--- src/rtl/core/drs_pkg.sv ---
`timescale 1ns / 1ps
`default_nettype none
// ----------------------------------------------------------------------------
// drs_pkg: disk request scheduler shared definitions
// payload types, register indexes, policy codes and engine states
// ----------------------------------------------------------------------------
package drs_pkg;

    localparam int MAX_REQUESTS_DEF = 16;
    localparam int CYL_W            = 16;
    localparam int SEEK_W           = 24;
    localparam int CFG_ADDR_W       = 1;
    localparam int CFG_DATA_W       = 16;

    localparam logic [CYL_W-1:0]  TOP_RESET = 16'd4999;
    localparam logic [SEEK_W-1:0] SEEK_MAX  = 24'hFFFFFF;

    localparam logic [CFG_ADDR_W-1:0] CFG_POLICY = 1'b0;
    localparam logic [CFG_ADDR_W-1:0] CFG_TOP    = 1'b1;

    localparam logic [1:0] POL_FCFS = 2'd0;
    localparam logic [1:0] POL_SSTF = 2'd1;
    localparam logic [1:0] POL_SCAN = 2'd2;

    localparam logic MODE_LOAD = 1'b0;
    localparam logic MODE_RUN  = 1'b1;

    typedef struct packed {
        logic             mode;
        logic [CYL_W-1:0] cylinder;
    } t_in;

    typedef struct packed {
        logic [CYL_W-1:0]  served_cylinder;
        logic [SEEK_W-1:0] seek_total;
        logic              last;
    } t_out;

    typedef enum logic [1:0] {
        ST_IDLE,
        ST_SCAN,
        ST_EMIT
    } t_state;

    function automatic logic [CYL_W-1:0] abs_diff(input logic [CYL_W-1:0] a,
                                                  input logic [CYL_W-1:0] b);
        abs_diff = (a > b) ? (a - b) : (b - a);
    endfunction

endpackage
`default_nettype wire

--- src/rtl/core/disk_request_scheduler_core.sv ---
`timescale 1ns / 1ps
`default_nettype none
// ----------------------------------------------------------------------------
// disk_request_scheduler_core: batch disk request scheduler
// fcfs, shortest seek first and scan (up to the top cylinder, then down) over a stored batch
// ----------------------------------------------------------------------------
// input channel: mode 0 loads one request, mode 1 starts a run
// at the given head position. the input is only ready while no run is in
// progress; a run ends when its last result has been loaded into the
// output register.
// output channel: one transfer per visited cylinder with the running seek
// total, last marks the end of the run.
// each result of a run is found by one pass over the request store (for fcfs
// only the next stored entry), one entry read per cycle from the single
// memory read port. a stalled receiver holds the output register and the
// search waits behind it.
// reset clears the batch, policy to fcfs and top cylinder to 4999; the
// store contents are not cleared.
// ----------------------------------------------------------------------------
module disk_request_scheduler_core #(
    parameter int MAX_REQUESTS = drs_pkg::MAX_REQUESTS_DEF
) (
    input  wire logic                          i_clk,
    input  wire logic                          i_rst_n,
    input  wire logic                          i_in_valid,
    output logic                               o_in_ready,
    input  wire drs_pkg::t_in                  i_in_data,
    output logic                               o_out_valid,
    input  wire logic                          i_out_ready,
    output drs_pkg::t_out                      o_out_data,
    input  wire logic                          i_cfg_we,
    input  wire logic [drs_pkg::CFG_ADDR_W-1:0] i_cfg_addr,
    input  wire logic [drs_pkg::CFG_DATA_W-1:0] i_cfg_wdata
);

    localparam int IW = (MAX_REQUESTS > 1) ? $clog2(MAX_REQUESTS) : 1;
    localparam int CW = $clog2(MAX_REQUESTS + 1);
    localparam logic [CW-1:0] CNT_MAX = CW'(MAX_REQUESTS);
    localparam logic [CW-1:0] CNT_ONE = CW'(1);

    drs_pkg::t_state r_state, n_state;

    logic [1:0]                    r_policy;
    logic [drs_pkg::CYL_W-1:0]     r_top;
    logic [CW-1:0]                 r_count;
    logic [drs_pkg::CYL_W-1:0]     r_head;
    logic [drs_pkg::CYL_W-1:0]     r_pos;
    logic [drs_pkg::SEEK_W-1:0]    r_seek;
    logic [CW-1:0]                 r_served;
    logic                          r_down;
    logic [MAX_REQUESTS-1:0]       r_marks;
    logic [CW-1:0]                 r_addr;
    logic [CW-1:0]                 r_end;
    logic                          r_rd_vld;
    logic [IW-1:0]                 r_rd_idx;
    logic                          r_found;
    logic [drs_pkg::CYL_W-1:0]     r_best_val;
    logic [IW-1:0]                 r_best_idx;
    logic [drs_pkg::CYL_W-1:0]     r_best_key;
    logic                          r_out_vld;
    drs_pkg::t_out                 r_out;

    logic                          w_sstf, w_scan, w_fcfs;
    logic                          w_in_acc, w_load, w_run;
    logic                          w_issue, w_pass_done;
    logic [drs_pkg::CYL_W-1:0]     w_rdata, w_key, w_clamp;
    logic                          w_elig, w_better, w_take;
    logic                          w_emit, w_last;
    logic [drs_pkg::CYL_W-1:0]     w_val;
    logic [drs_pkg::SEEK_W:0]      w_sum;
    logic [drs_pkg::SEEK_W-1:0]    w_seek_n;
    logic [CW-1:0]                 w_served_n;

    assign w_sstf = (r_policy == drs_pkg::POL_SSTF);
    assign w_scan = (r_policy == drs_pkg::POL_SCAN);
    assign w_fcfs = !w_sstf && !w_scan;

    assign o_in_ready  = (r_state == drs_pkg::ST_IDLE);
    assign w_in_acc    = i_in_valid && o_in_ready;
    assign w_load      = w_in_acc && (i_in_data.mode == drs_pkg::MODE_LOAD);
    assign w_run       = w_in_acc && (i_in_data.mode == drs_pkg::MODE_RUN);
    assign w_clamp     = (i_in_data.cylinder > r_top) ? r_top : i_in_data.cylinder;

    assign w_issue     = (r_state == drs_pkg::ST_SCAN) && (r_addr != r_end);
    assign w_pass_done = (r_state == drs_pkg::ST_SCAN) && !w_issue && !r_rd_vld;

    drs_req_mem #(
        .DEPTH (MAX_REQUESTS),
        .IW    (IW)
    ) u_mem (
        .i_clk   (i_clk),
        .i_we    (w_load && (r_count < CNT_MAX)),
        .i_waddr (r_count[IW-1:0]),
        .i_wdata (w_clamp),
        .i_re    (w_issue),
        .i_raddr (r_addr[IW-1:0]),
        .o_rdata (w_rdata)
    );

    // candidate selection for the entry just read
    always_comb begin
        w_key    = drs_pkg::abs_diff(w_rdata, r_pos);
        w_elig   = 1'b1;
        w_better = !r_found;
        if (w_sstf) begin
            w_elig   = !r_marks[r_rd_idx];
            w_better = !r_found || (w_key < r_best_key);
        end else if (w_scan && !r_down) begin
            w_elig   = !r_marks[r_rd_idx] && (w_rdata > r_head);
            w_better = !r_found || (w_rdata < r_best_val);
        end else if (w_scan) begin
            w_elig   = !r_marks[r_rd_idx];
            w_better = !r_found || (w_rdata > r_best_val);
        end
        w_take = r_rd_vld && w_elig && w_better;
    end

    // value and flags of the result about to be emitted
    always_comb begin
        w_emit     = (r_state == drs_pkg::ST_EMIT) && (!r_out_vld || i_out_ready);
        w_served_n = r_served + CNT_ONE;
        if (r_found) begin
            w_val  = r_best_val;
            w_last = (w_served_n == r_count) && (!w_scan || r_down);
        end else begin
            w_val  = w_scan ? r_top : r_head;
            w_last = w_scan ? (r_served == r_count) : 1'b1;
        end
        w_sum    = {1'b0, r_seek} + {{(drs_pkg::SEEK_W + 1 - drs_pkg::CYL_W){1'b0}},
                    drs_pkg::abs_diff(w_val, r_pos)};
        w_seek_n = w_sum[drs_pkg::SEEK_W] ? drs_pkg::SEEK_MAX : w_sum[drs_pkg::SEEK_W-1:0];
    end

    always_comb begin
        n_state = r_state;
        unique case (r_state)
            drs_pkg::ST_IDLE: begin
                if (w_run) begin
                    n_state = ((r_count == '0) && !w_scan) ? drs_pkg::ST_EMIT
                                                            : drs_pkg::ST_SCAN;
                end
            end
            drs_pkg::ST_SCAN: begin
                if (w_pass_done) begin
                    n_state = drs_pkg::ST_EMIT;
                end
            end
            drs_pkg::ST_EMIT: begin
                if (w_emit) begin
                    n_state = w_last ? drs_pkg::ST_IDLE : drs_pkg::ST_SCAN;
                end
            end
            default: n_state = drs_pkg::ST_IDLE;
        endcase
    end

    always_ff @(posedge i_clk) begin
        if (!i_rst_n) begin
            r_state  <= drs_pkg::ST_IDLE;
            r_policy <= drs_pkg::POL_FCFS;
            r_top    <= drs_pkg::TOP_RESET;
            r_count  <= '0;
            r_marks  <= '0;
            r_rd_vld <= 1'b0;
            r_out_vld <= 1'b0;
            r_found  <= 1'b0;
            r_down   <= 1'b0;
            r_served <= '0;
            r_addr   <= '0;
            r_end    <= '0;
        end else begin
            r_state <= n_state;
            if (i_cfg_we) begin
                if (i_cfg_addr == drs_pkg::CFG_POLICY) begin
                    r_policy <= i_cfg_wdata[1:0];
                end else begin
                    r_top <= i_cfg_wdata;
                end
            end
            if (w_load && (r_count < CNT_MAX)) begin
                r_count <= r_count + CNT_ONE;
            end
            if (w_run) begin
                r_served <= '0;
                r_down   <= 1'b0;
                r_marks  <= '0;
                r_found  <= 1'b0;
                r_addr   <= '0;
                r_end    <= w_fcfs ? CNT_ONE : r_count;
            end
            r_rd_vld <= w_issue;
            if (w_issue) begin
                r_addr <= r_addr + CNT_ONE;
            end
            if (w_take) begin
                r_found <= 1'b1;
            end
            if (w_emit) begin
                r_out_vld <= 1'b1;
            end else if (i_out_ready) begin
                r_out_vld <= 1'b0;
            end
            if (w_emit) begin
                r_found   <= 1'b0;
                if (r_found) begin
                    r_marks[r_best_idx] <= 1'b1;
                    r_served            <= w_served_n;
                end else if (w_scan) begin
                    r_down <= 1'b1;
                end
                if (w_last) begin
                    r_count <= '0;
                end else if (w_fcfs) begin
                    r_addr <= w_served_n;
                    r_end  <= w_served_n + CNT_ONE;
                end else begin
                    r_addr <= '0;
                    r_end  <= r_count;
                end
            end
        end
    end

    always_ff @(posedge i_clk) begin
        r_rd_idx <= r_addr[IW-1:0];
        if (w_run) begin
            r_head <= i_in_data.cylinder;
            r_pos  <= i_in_data.cylinder;
            r_seek <= '0;
        end
        if (w_take) begin
            r_best_val <= w_rdata;
            r_best_idx <= r_rd_idx;
            r_best_key <= w_key;
        end
        if (w_emit) begin
            r_pos                 <= w_val;
            r_seek                <= w_seek_n;
            r_out.served_cylinder <= w_val;
            r_out.seek_total      <= w_seek_n;
            r_out.last            <= w_last;
        end
    end

    assign o_out_valid = r_out_vld;
    assign o_out_data  = r_out;

endmodule
`default_nettype wire

--- src/rtl/core/drs_req_mem.sv ---
`timescale 1ns / 1ps
`default_nettype none
// ----------------------------------------------------------------------------
// drs_req_mem: request store
// one write port, one registered read port
// ----------------------------------------------------------------------------
module drs_req_mem #(
    parameter int DEPTH = drs_pkg::MAX_REQUESTS_DEF,
    parameter int IW    = 4
) (
    input  wire logic                     i_clk,
    input  wire logic                     i_we,
    input  wire logic [IW-1:0]            i_waddr,
    input  wire logic [drs_pkg::CYL_W-1:0] i_wdata,
    input  wire logic                     i_re,
    input  wire logic [IW-1:0]            i_raddr,
    output logic      [drs_pkg::CYL_W-1:0] o_rdata
);

    logic [drs_pkg::CYL_W-1:0] r_mem [DEPTH];

    always_ff @(posedge i_clk) begin
        if (i_we) begin
            r_mem[i_waddr] <= i_wdata;
        end
    end

    always_ff @(posedge i_clk) begin
        if (i_re) begin
            o_rdata <= r_mem[i_raddr];
        end
    end

endmodule
`default_nettype wire

--- config.mk ---
export PLATFORM = sky130hd
export DESIGN_NAME = disk_request_scheduler_core
export DESIGN_NICKNAME = d
export VERILOG_FILES = /design/src/rtl/core/drs_pkg.sv /design/src/rtl/core/disk_request_scheduler_core.sv /design/src/rtl/core/drs_req_mem.sv
export SDC_FILE = /design/constraint.sdc
export NUM_CORES = 1
export LEC_CHECK = 0
export ABC_AREA = 1
export BUFFER_PORTS_ARGS = -buffer_cell sky130_fd_sc_hd__buf_2
export CORE_MARGIN = 10
export CORE_UTILIZATION = 55
export CTS_BUF_LIST = sky130_fd_sc_hd__clkbuf_16
export DETAILED_ROUTE_END_ITERATION = 10
export PLACE_DENSITY_LB_ADDON = 0.3
export SYNTH_ARGS = -nofsm -noshare
export SYNTH_HDL_FRONTEND = slang
export SYNTH_HIERARCHICAL = 1
export SYNTH_SLANG_ARGS = --single-unit
--- constraint.sdc ---
create_clock -name i_clk -period 11.11 [get_ports i_clk]
set_input_delay 2.222 -clock i_clk [delete_from_list [all_inputs] [get_ports i_clk]]
set_output_delay 2.222 -clock i_clk [all_outputs]
set_load 0.02 [all_outputs]
# Word level (Yosys, flattened, before mapping)
# Memory sizes are Yosys's and may differ from the RTL's. A register that Yosys moved wholly into a read port is not among the register bits.
# Cells that the tools add are included.
# word_totals
mem_count	1
regBits	197
ramBits	256
# memory_table
name	depth	word_bits	rd	rd_clocked_by_memory_dff	write_ports	line_no	rtl
u_mem.r_mem	16	16	1	1	1	drs_req_mem.sv:20	logic [drs_pkg::CYL_W-1:0] r_mem [DEPTH];
# op_classes
n_reduce_logical	38
mux	58
bitwise_logic	4
n_eq_ne	10
addsub	9
n_lt_le_gt_ge	11
# op_table
op	n
$mux 16	11
$gt 16x16->1	5
$mux 5	16
$mux 24	3
$sub 16x16->16	4
$lt 16x16->1	2
$add 24x16->25	1
$mux 1	21
$add 5x1->5 const B	4
$logic_and 1x1->1	16
$or 16x16->16	1
$eq 5x5->1	2
$lt 4x5->1 const B	2
$logic_not 1->1	8
$mux 2	4
$pmux 2 s3	1
$reduce_bool 2->1	3
$logic_not 5->1	1
$logic_or 1x1->1	5
$lt 5x5->1 const B	1
$ne 5x5->1	1
$bmux 1 s4	1
$demux 1 s4	1
$eq 2x1->1 const B	2
other kinds (9)	14

# Longest topological paths before layout
# Gate-level depths: netlist of the first run.
# depth
ltp_word	9
depth_mapped	35

# By module
# The synthesis of the first run kept the hierarchy.
# modules_own_cells
module	n_inst	seq_area_each_um2	cells_each	area_per_inst_um2
disk_request_scheduler_core	1	5275.1	2003	14799.2
drs_req_mem	1	8167.8	1074	11541.1

# Least setup slack after synthesis of the first run
# OpenSTA, ideal clock, no wires.
# synth_timing
path_kind	reg-to-reg
startpoint	reg r_found
endpoint	reg r_seek[15] (netlist bit), data pin
arrival_time_ps	4192
slack_ps	6661
t_required_ps	10853
stages_incl_launch_ff	27
n_path_buf	3
path_cell_list	dfxtp_1 > buf_2 > inv_1 > clkbuf_1 > buf_2 > o211ai_1 > o21ai_0 > inv_1 > fa_1 > o21a_1 > o21ai_0 > nand2_1 > nand2_1 > xor2_1 > nand2_1 > nand2_1 > inv_1 > ha_1 > nand2_1 > nor2_1 > nor3b_1 > nand2_1 > nand2_1 > xor2_1 > or2_2 > nand2_1 > inv_1
# synth_between
elab_chain_len	6
word_cells_on_any_way	8
# synth_rtl
element	line_no	rtl
start: declaration	disk_request_scheduler_core.sv:56	logic r_found;
start signal: assignment	disk_request_scheduler_core.sv:166	r_found <= 1'b0;
start signal: assignment	disk_request_scheduler_core.sv:187	r_found <= 1'b0;
start signal: assignment	disk_request_scheduler_core.sv:196	r_found <= 1'b1;
$mux 16 (*)	disk_request_scheduler_core.sv:122	if (r_found) begin
net w_val (one bit)	disk_request_scheduler_core.sv:69	logic [drs_pkg::CYL_W-1:0] w_val;
$sub 16x16->16 or $gt 16x16->1 (tied branches)	drs_pkg.sv:47	abs_diff = (a > b) ? (a - b) : (b - a);
$mux 16 (*)	drs_pkg.sv:47	
$add 24x16->25 (*)	disk_request_scheduler_core.sv:129	w_sum = {1'b0, r_seek} + {{(drs_pkg::SEEK_W + 1 - drs_pkg::CYL_W){1'b0}},
$mux 24 (*)	disk_request_scheduler_core.sv:131	w_seek_n = w_sum[drs_pkg::SEEK_W] ? drs_pkg::SEEK_MAX : w_sum[drs_pkg::SEEK_W-1:0];
net w_seek_n (one bit)	disk_request_scheduler_core.sv:71	logic [drs_pkg::SEEK_W-1:0] w_seek_n;
$mux 24 (*)	disk_request_scheduler_core.sv:236	if (w_emit) begin
end signal: assignment	disk_request_scheduler_core.sv:238	r_seek <= w_seek_n;
end: declaration	disk_request_scheduler_core.sv:48	logic [drs_pkg::SEEK_W-1:0] r_seek;
# The timed path passes the listed nets; every way through them passes the cells marked *.
# A chain may end at the register's enable or synchronous reset.

# Final worst setup path of the first run
# layout_timing
startpoint	reg r_policy[0]
endpoint	reg r_seek[18] (netlist bit), data pin
# layout_between
elab_chain_len	8
word_cells_on_any_way	10
# layout_rtl
element	line_no	rtl
start: declaration	disk_request_scheduler_core.sv:43	logic [1:0] r_policy;
start signal: assignment	disk_request_scheduler_core.sv:160	r_policy <= drs_pkg::POL_FCFS;
start signal: assignment	disk_request_scheduler_core.sv:175	r_policy <= i_cfg_wdata[1:0];
$eq 2x2->1 (*)	disk_request_scheduler_core.sv:75	assign w_scan = (r_policy == drs_pkg::POL_SCAN);
$mux 16 (*)	disk_request_scheduler_core.sv:126	w_val = w_scan ? r_top : r_head;
$mux 16 (*)	disk_request_scheduler_core.sv:122	
$sub 16x16->16 or $gt 16x16->1 (tied branches)	drs_pkg.sv:47	
$mux 16 (*)	drs_pkg.sv:47	
$add 24x16->25 (*)	disk_request_scheduler_core.sv:129	
$mux 24 (*)	disk_request_scheduler_core.sv:131	
net w_seek_n (one bit)	disk_request_scheduler_core.sv:71	
$mux 24 (*)	disk_request_scheduler_core.sv:236	
# Marks and branches as above.

==> qor.txt, run 1 <==
logic gate share of total power = 47.9%
maximum clock rate = 158.9 MHz
Peak VDD IR = 0.0001732 V
Hold/Removal Path Class = reg2reg
IO Port Bufs = 81
Hold WS = 463.8 ps
# setup viols final = 0
hold_sp = r_marks[3]$_SDFF_PN0_
simple-gate share of the synthesized area = 21.74%
core box area = 47550 um^2
Net Sw Frac = 43.74%
GRT Util Overall = 25.00%
R2R Path End = r_seek[18]$_SDFFCE_PN0P_
Post-Syn Area per Cell = 8.560 um^2
post-synthesis sequential area ratio = 51.04%
Slowest-stage cell, CP = ha_1
Min-Delay Path Depth = 2
Crit path largest cell delay = 750 ps
Vias = 20.87k
Pwr Density = 273.2 nW/um^2
first-pass GRT wire length = 111.3 mm
status = completed
Layout area overhead = 9.705%
Syn. warnings = 6
Clock Sinks = 469
Worst-Margin Slew = 1060 ps
CP endpoint kind = flip-flop
Post-CTS Setup Inserts = 0
syn_nets = 3270
dpl hpwl = 50.73 mm
Yosys cell types = 48
crit-path max FO = 29
Worst path most repeated cell = nand2_1
CP Launch Type = flip-flop
reg2reg setup slack = 4810 ps
end of the worst hold path = r_marks[3]$_SDFF_PN0_
design area = 28900 um^2
MaxCap Viol Count = 0
Post-Synth XOR/XNOR Area = 2.361%
initial core utilization = 55.40%
drt wl/cell = 19.01 um
fin crit period = 6295 ps
Cell Rows = 80
layout cells sized above 1 = 7.324%
most frequent cells in the layout = 878 x nand2_1, 553 x inv_1, 405 x edfxtp_1
starting DRC count in detailed routing = 1885
Post-Route Setup TNS = 0 ps
first-pass iteration count of the detailed router = 7
largest family of logic cells by synthesized area = simple AND/OR/NAND/NOR gates
final RePlAce weighted congestion = 0.9912
register bit count reported by yosys = 469
Post-Synth Adder-Cell Area = 7.458%
Nets = 3347
Skew-Pair Late Insertion Delay = 630 ps
I/O pin cnt = 82
Clk pwr share = 20.6%
Root Buffer Master = clkbuf_16
Post-Route WL = 72.46 mm
initial antenna violation count = 4
DRC = 0
post-cts sizing count = 0
clk slew on worst S/H paths = 60 ps
Reg power frac = 31.5%
synthesized instance count = 3077
Die Wd = 238.8 um
Max Slew Vio Count = 0
Post-synth EDFFs = 405
most common flop cell mapped by yosys = edfxtp_1
skew final = 51.94 ps
final core occ = 60.78%
asr flop ratio synth = 0%
ANT nets after route = 0
RSZ-0062 raised after global routing = false
Worst Reg-to-Reg Cells = 28
CTS tree = done
number of global-route vias before repair = 20.08k
Worst Path Arrival = 6640 ps
Congestion Overflow GR = 0
Synth Area in Compound Gates = 7.439%
crit share post-route = 56.66%
CTS max path bufs = 3
internal power = 0.004441 W
RR Startpoint = r_policy[0]$_SDFFE_PN0P_
die area = 57040 um^2
commonest non-fill, non-tap cell in the layout = nand2_1
Final Hold Viols = 0
Static Leak = 13.39 nW
Die Y = 238.8 um
post-synthesis mux area share = 0%
Slew headroom = 29.35%
vias per cell = 5.474
TritonCTS Buffers = 50
largest net degree at the start of global routing = 96
critical path class = reg2reg
Post-DP Area = 27280 um^2
H-Tree Depth = 2
Post-Syn Area = 26340 um^2
worst path required time = 11450 ps
Net Sw Power = 0.003453 W
hold buffers post-CTS = 0
logic make-up (layout without fill, tap and decap cells):
logic type	count (synthesis)	after routing
flip-flops	469	469
buffers and inverters	649	767
AND/OR/NAND/NOR	1376	1376
other	0	2
XOR/XNOR	71	71
AO/OA/AOI/OAI	358	358
adder cells (fa/ha/maj)	154	154
cells in the mapped netlist, types with 6 or more instances:
master,n,area [um^2]
inv_1,540,2027
or2_2,6,37.54
o211ai_1,22,165.2
buf_2,30,150.1
dfxtp_1,64,1281
a21oi_1,152,760.7
xor2_1,58,508.0
inv_2,11,41.29
nand2_1,879,3299
o21ai_1,7,35.03
o21bai_1,15,112.6
nand3_1,288,1441
nand4_1,13,81.33
nor3_1,14,70.07
clkbuf_1,29,108.9
nor2_1,145,544.3
buf_6,9,101.4
o21ai_0,133,665.6
o21a_1,6,45.04
buf_4,21,157.7
edfxtp_1,405,12160
xnor2_1,13,113.9
a21o_1,6,45.04
ha_1,149,1864
layer usage:
layer  wire (um)  share of wire (%)  track usage, %  up-vias
met3        5860                8.1           3.700      150
li1            -                  -               -    10100
met2       34500                 48           42.08      860
met4        2275                3.1           8.680        0
met1       29820                 41           32.36     9754
met5           0                  0               0        -
worst max-delay path: cells and delay by family (launching register included):
family | cells | cell delay [ps]
buffers and inverters | 6 | 1050
adder cells (fa/ha/maj) | 4 | 1840
flip-flops | 1 | 310
AND/OR/NAND/NOR | 10 | 1050
AO/OA/AOI/OAI | 8 | 1720
power groups by stage:
stage	Clock [W]	Sequential (W)	Combinational (W)
after floorplan	0	0.00252	0.00270
after global placement	0	0.00252	0.00368
after detailed placement	0	0.00252	0.00373
after CTS	0.00165	0.00249	0.00375
after global routing	0.00171	0.00251	0.00427
final	0.00162	0.00249	0.00378
per-stage QoR:
step / power, W / instances / worst slack [ps]
final: 0.007894 / 3812 / 4815
after global routing: 0.008491 / 3812 / 4338
after CTS: 0.007887 / 3810 / 4916
after detailed placement: 0.006252 / 3717 / 4961
after global placement: 0.006201 / 3717 / 5204
after floorplan: 0.005217 / 3077 / 6661
worst max path at each step:
stage | start | endpoint
2_1_floorplan | r_found$_SDFFE_PP0P_ | r_seek[15]$_SDFFCE_PN0P_
3_3_place_gp | r_policy[0]$_SDFFE_PN0P_ | r_seek[2]$_SDFFCE_PN0P_
3_5_place_dp | r_policy[0]$_SDFFE_PN0P_ | r_seek[3]$_SDFFCE_PN0P_
4_1_cts | r_policy[0]$_SDFFE_PN0P_ | r_seek[18]$_SDFFCE_PN0P_
5_1_grt | r_policy[0]$_SDFFE_PN0P_ | r_seek[18]$_SDFFCE_PN0P_
6_report | r_policy[0]$_SDFFE_PN0P_ | r_seek[18]$_SDFFCE_PN0P_
area by class of cell:
type / count / area, um^2
Multi-Input combinational cell: 1959 / 10270
Clock inverter: 42 / 334.1
Clock buffer: 51 / 1276
Timing Repair Buffer: 123 / 720.7
Sequential cell: 469 / 13450
Tap cell: 615 / 769.5
Inverter: 551 / 2069
Antenna cell: 2 / 5.005
Fill cell: 4030 / 18650
registers in the layout, indices dropped and copies added, names as in the netlist, 16 cells and up:
name           flops
r_best_val        16
r_head            16
r_top             16
u_mem/r_mem      256
o_out_data        41
r_marks           16
r_pos             16
r_seek            24
r_best_key        16
u_mem/o_rdata     16
(Power assumes the default switching activity.)
==> run 2, diff against run 1 <==
==> constraint.sdc (replaced) <==
create_clock -name i_clk -period 6.1 [get_ports i_clk]
set_input_delay 1.22 -clock i_clk [delete_from_list [all_inputs] [get_ports i_clk]]
set_output_delay 1.22 -clock i_clk [all_outputs]
set_load 0.02 [all_outputs]
==> run 2 against run 1 <==
Register-to-register slack got worse by 4300 ps; die area unchanged; clock power increased by 85%; critical endpoint unchanged.
==> qor.txt, run 2 (same netlist as run 1, synthesis figures left out) <==
Layout area overhead = 9.970%
CP endpoint kind = flip-flop
final RePlAce weighted congestion = 0.9680
# setup viols final = 0
initial antenna violation count = 3
largest net degree at the start of global routing = 77
Largest Register = u_mem/r_mem
Critical Path Sink = r_seek[18]$_SDFFCE_PN0P_
Die Wd = 238.8 um
Pwr Density = 500.0 nW/um^2
worst setup margin = 541.4 ps
Skew-Pair Late Insertion Delay = 620 ps
MaxCap Viol Count = 0
Hold/Removal Path Class = reg2reg
initial core utilization = 55.40%
Crit. Startpoint = r_policy[0]$_SDFFE_PN0P_
die area = 57040 um^2
GRT Util Overall = 24.84%
# fillers = 4035
maximum clock rate = 179.9 MHz
final core occ = 60.92%
commonest non-fill, non-tap cell in the layout = nand2_1
CTS tree = done
status = completed
ANT nets after route = 0
crit-path max FO = 29
Nets = 3354
Congestion Overflow GR = 0
DP Worst Slack = 626.7 ps
Post-Route WL = 72.27 mm
DRC = 0
Slew headroom = 26.38%
IO Port Bufs = 81
skew final = 13.50 ps
Root Buffer Master = clkbuf_16
Final Hold Viols = 0
clk slew on worst S/H paths = 60 ps
most frequent cells in the layout = 878 x nand2_1, 550 x inv_1, 405 x edfxtp_1
H-Tree Depth = 2
Vias = 21.02k
reg2reg setup slack = 540 ps
Sequential Area = 13450 um^2
area of the multi-input gates = 10270 um^2
first-pass GRT wire length = 110.9 mm
core box area = 47550 um^2
hold_sp = r_marks[4]$_SDFF_PN0_
worst path required time = 6580 ps
crit share post-route = 91.12%
I/O pin cnt = 82
Die Y = 238.8 um
Cell Rows = 80
CTS max path bufs = 3
vias per cell = 5.507
fin crit period = 5559 ps
number of global-route vias before repair = 20.11k
post-cts sizing count = 0
total power = 0.01448 W
Worst Path Arrival = 6040 ps
Worst Reg-to-Reg Cells = 27
Static Leak = 13.44 nW
Post-Route Setup TNS = 0 ps
max reg flops = 256
critical path class = reg2reg
Inst Count DP = 3725
drt wl/cell = 18.94 um
Non-Filler Instances = 3816
dpl hpwl = 51.49 mm
layout cells sized above 1 = 7.625%
hold buffers post-CTS = 0
first-pass iteration count of the detailed router = 5
CP Launch Type = flip-flop
Max Slew Vio Count = 0
Worst-Margin Slew = 1100 ps
RR Startpoint = r_policy[0]$_SDFFE_PN0P_
TritonCTS Buffers = 49
R2R Path End = r_seek[18]$_SDFFCE_PN0P_
starting DRC count in detailed routing = 1987
RSZ-0062 raised after global routing = false
Clock Sinks = 469
Post-CTS Setup Inserts = 0
Peak VDD IR = 0.0003786 V
[run 2: cell types whose count changed in the layout (fill, tap and decap cells not counted), sizes merged]
| cell | previous run | this run |
|---|---|---|
| buf | 123 | 131 |
| inv | 565 | 561 |
| bufinv | 3 | 4 |
| clkinvlp | 1 | 0 |
| clkbuf | 51 | 52 |
| diode | 2 | 1 |
[run 2: worst max-delay path: stages (launching register included)]
cell and delay [ps]:
dfxtp_1 310, inv_1 100, ha_1 430, inv_2 160, o211ai_1 180, o21ai_0 180
ha_1 270, fa_1 430, o21ai_2 240, a21oi_2 120, o21ai_2 200, nand2_1 70
nand2_1 80, nand2_2 180, o21ai_1 330, inv_1 100, fa_1 440, inv_1 70
nand3_1 70, nand2_1 120, a21oi_2 100, o21ai_1 280, nand2_1 110, nand2_2 100
clkinv_2 330, nand3_1 250, nand2_1 80, inv_1 70
[run 2: worst min-delay path by stage]
| stage | end | depth (start not counted) |
|---|---|---|
| global placement | r_marks[3]$_SDFF_PN0_ | 2 |
| floorplan | r_best_idx[0]$_DFFE_PP_ | 0 |
| CTS | r_marks[8]$_SDFF_PN0_ | 2 |
| detailed placement | r_marks[8]$_SDFF_PN0_ | 2 |
| global route | r_marks[4]$_SDFF_PN0_ | 2 |
| finish | r_marks[4]$_SDFF_PN0_ | 2 |
[run 2: where the power goes]
group | switching (W) | internal [W] | total [W]
registers | 0.000308 | 0.00423 | 0.00454
logic | 0.00473 | 0.00221 | 0.00694
clock network | 0.00128 | 0.00172 | 0.00300
total | 0.00633 | 0.00816 | 0.0145
[run 2: final cells by class]
class                           instances  share of cell area, %
Sequential cell                       469                  46.43
Timing Repair Buffer                  131                  2.695
Clock buffer                           52                  4.492
Antenna cell                            1               0.008639
Multi-Input combinational cell       1959                  35.47
Clock inverter                         38                  1.106
Inverter                              551                  7.149
Tap cell                              615                  2.656
[run 2: stage by stage]
stage | hold WS [ps] | area, um^2
finish | 465.2 | 28970
CTS | 465.4 | 28960
detailed placement | 456.0 | 27340
global placement | 450.3 | 27340
global route | 484.7 | 28970
floorplan | 402.9 | 26340
[run 2: per-layer routing]
| layer | track usage [%] | routed length, um |
|---|---|---|
| met3 | 3.608 | 5236 |
| met5 | 0 | 0 |
| met4 | 7.728 | 1954 |
| met2 | 41.95 | 34590 |
| met1 | 32.43 | 30490 |
==> run 3, diff against run 2 <==
--- a/config.mk
+++ b/config.mk
@@ -9,7 +9,7 @@
 export BUFFER_PORTS_ARGS = -buffer_cell sky130_fd_sc_hd__buf_2
 export CORE_MARGIN = 10
 export CORE_UTILIZATION = 55
-export CTS_BUF_LIST = sky130_fd_sc_hd__clkbuf_16
+export CTS_BUF_LIST = sky130_fd_sc_hd__clkbuf_8
 export DETAILED_ROUTE_END_ITERATION = 10
 export PLACE_DENSITY_LB_ADDON = 0.3
 export SYNTH_ARGS = -nofsm -noshare
==> run 3 against run 2 <==
Cell count rose by 1.6%; largest power group unchanged; critical path depth did not move; largest cell class unchanged; non-clock buffer count did not move; worst hold slack got worse by 2.9 ps; cell area rose by 0.10%; first-iteration DRC count fell by 2.1%.
==> qor.txt, run 3 (same netlist as run 1, synthesis figures left out) <==
Layout area overhead = 10.08%
Crit path largest cell delay = 440 ps
hold_sp = r_marks[3]$_SDFF_PN0_
Post-Route Setup TNS = 0 ps
RR Startpoint = r_policy[0]$_SDFFE_PN0P_
Die Y = 238.8 um
Cell Rows = 80
starting DRC count in detailed routing = 1946
final RePlAce weighted congestion = 0.9680
Worst-Margin Slew = 1078 ps
critical path class = reg2reg
Vias = 21.20k
clk slew on worst S/H paths = 60 ps
largest net degree at the start of global routing = 77
number of global-route vias before repair = 20.38k
Congestion Overflow GR = 0
most frequent cells in the layout = 878 x nand2_1, 558 x inv_1, 405 x edfxtp_1
Peak VDD IR = 0.0003883 V
CP delay by family, top = compound AO/OA/AOI/OAI gates
reg2reg setup slack = 670 ps
worst path required time = 6610 ps
Clock Sinks = 469
initial core utilization = 55.40%
crit share post-route = 89.01%
area of the multi-input gates = 10280 um^2
CP Launch Type = flip-flop
die area = 57040 um^2
TritonCTS Buffers = 81
Worst Path Arrival = 5940 ps
end of the worst hold path = r_marks[3]$_SDFF_PN0_
Largest Register = u_mem/r_mem
hold buffers post-CTS = 0
Nets = 3386
dpl hpwl = 51.49 mm
Final Hold Viols = 0
first-pass iteration count of the detailed router = 5
Min-Delay Path Depth = 2
drt wl/cell = 18.64 um
Root Buffer Master = clkbuf_8
Slew headroom = 27.90%
crit path buf inv count = 6
Pwr Density = 495.8 nW/um^2
# fillers = 4060
max reg flops = 256
Die Wd = 238.8 um
maximum clock rate = 184.2 MHz
RSZ-0062 raised after global routing = false
H-Tree Depth = 3
Static Leak = 13.52 nW
Sequential Area = 13450 um^2
Inst Count DP = 3725
ANT nets after route = 0
first-pass GRT wire length = 111.0 mm
Max Slew Vio Count = 0
IO Port Bufs = 81
Slowest-stage cell, CP = fa_1
CP endpoint kind = flip-flop
Skew-Pair Late Insertion Delay = 690 ps
R2R Path End = r_seek[21]$_SDFFCE_PN0P_
fin crit period = 5429 ps
Hold/Removal Path Class = reg2reg
commonest non-fill, non-tap cell in the layout = nand2_1
CTS max path bufs = 3
DRC = 0
vias per cell = 5.469
Non-Filler Instances = 3877
Worst path most repeated cell = nand2_1
MaxCap Viol Count = 0
crit-path max FO = 29
skew final = 55.29 ps
I/O pin cnt = 82
# setup viols final = 0
CTS tree = done
initial antenna violation count = 3
GRT Util Overall = 24.95%
layout cells sized above 1 = 8.865%
Post-Route WL = 72.28 mm
core box area = 47550 um^2
Worst Reg-to-Reg Cells = 27
status = completed
[run 3: changes by cell type in the layout (fill, tap and decap cells not counted), moves of 2 or more]
| cell | delta |
|---|---|
| inv_1 | +8 |
| clkbuf_16 | -52 |
| inv_8 | +2 |
| clkbuf_8 | +91 |
| clkinv_1 | +8 |
| clkinv_2 | +4 |
[run 3: cell type report]
| class | instances | share of cell area, % |
|---|---|---|
| well taps | 615 | 2.654 |
| inverters | 551 | 7.141 |
| clock buffers | 91 | 4.319 |
| multi-input cells | 1959 | 35.44 |
| diodes | 2 | 0.01726 |
| clock inverters | 59 | 1.359 |
| repair buffers | 131 | 2.693 |
| flip-flops and latches | 469 | 46.38 |
[run 3: stage by stage]
stage	setup WS [ps]	total power [W]	area, um^2	hold slack, ps	util (%)
after floorplan	1651	0.009502	26340	402.9	-
after global placement	675.2	0.01136	27340	450.3	57.51
after detailed placement	626.7	0.01144	27340	456.0	57.51
after CTS	603.2	0.01436	28990	465.0	60.97
after global routing	131.9	0.01543	29000	484.4	60.99
final	670.6	0.01438	29000	462.4	60.99
[run 3: repair_timing]
action                                  4_1_cts  5_1_grt
endpoints found under the setup margin        0        8
buffers inserted                              0        0
resized for setup                             0        3
[run 3: how the worst max path moves through the flow]
| stage | from | endpoint | slack [ps] | cells after the start |
|---|---|---|---|---|
| after detailed placement | r_policy[0]$_SDFFE_PN0P_ | r_seek[23]$_SDFFCE_PN0P_ | 630 | 28 |
| final | r_policy[0]$_SDFFE_PN0P_ | r_seek[21]$_SDFFCE_PN0P_ | 670 | 27 |
| after floorplan | r_found$_SDFFE_PP0P_ | r_seek[15]$_SDFFCE_PN0P_ | 1650 | 26 |
| after global routing | r_policy[0]$_SDFFE_PN0P_ | r_seek[18]$_SDFFCE_PN0P_ | 130 | 28 |
| after CTS | r_policy[0]$_SDFFE_PN0P_ | r_seek[21]$_SDFFCE_PN0P_ | 600 | 28 |
| after global placement | r_policy[0]$_SDFFE_PN0P_ | r_seek[2]$_SDFFCE_PN0P_ | 680 | 24 |
[run 3: per-layer routing]
layer / vias up / wire length (um) / share of wire, % / track usage (%)
li1: 10200 / - / - / -
met1: 9941 / 30170 / 42 / 32.08
met2: 903 / 34280 / 47 / 41.46
met3: 162 / 5539 / 7.7 / 4.092
met4: 0 / 2289 / 3.2 / 9.748
met5: - / 0 / 0 / 0
[run 3: power breakdown]
part	internal [W]	total, W	switching, W
sequential	0.00424	0.00454	0.000307
combinational	0.00221	0.00693	0.00472
clock	0.00156	0.00290	0.00134
[run 3: worst min-delay path: cells and delay by family, from the launching register on]
family / cells / cell delay (ps)
flip-flops: 1 / 300
AND/OR/NAND/NOR: 1 / 60
AO/OA/AOI/OAI: 1 / 50
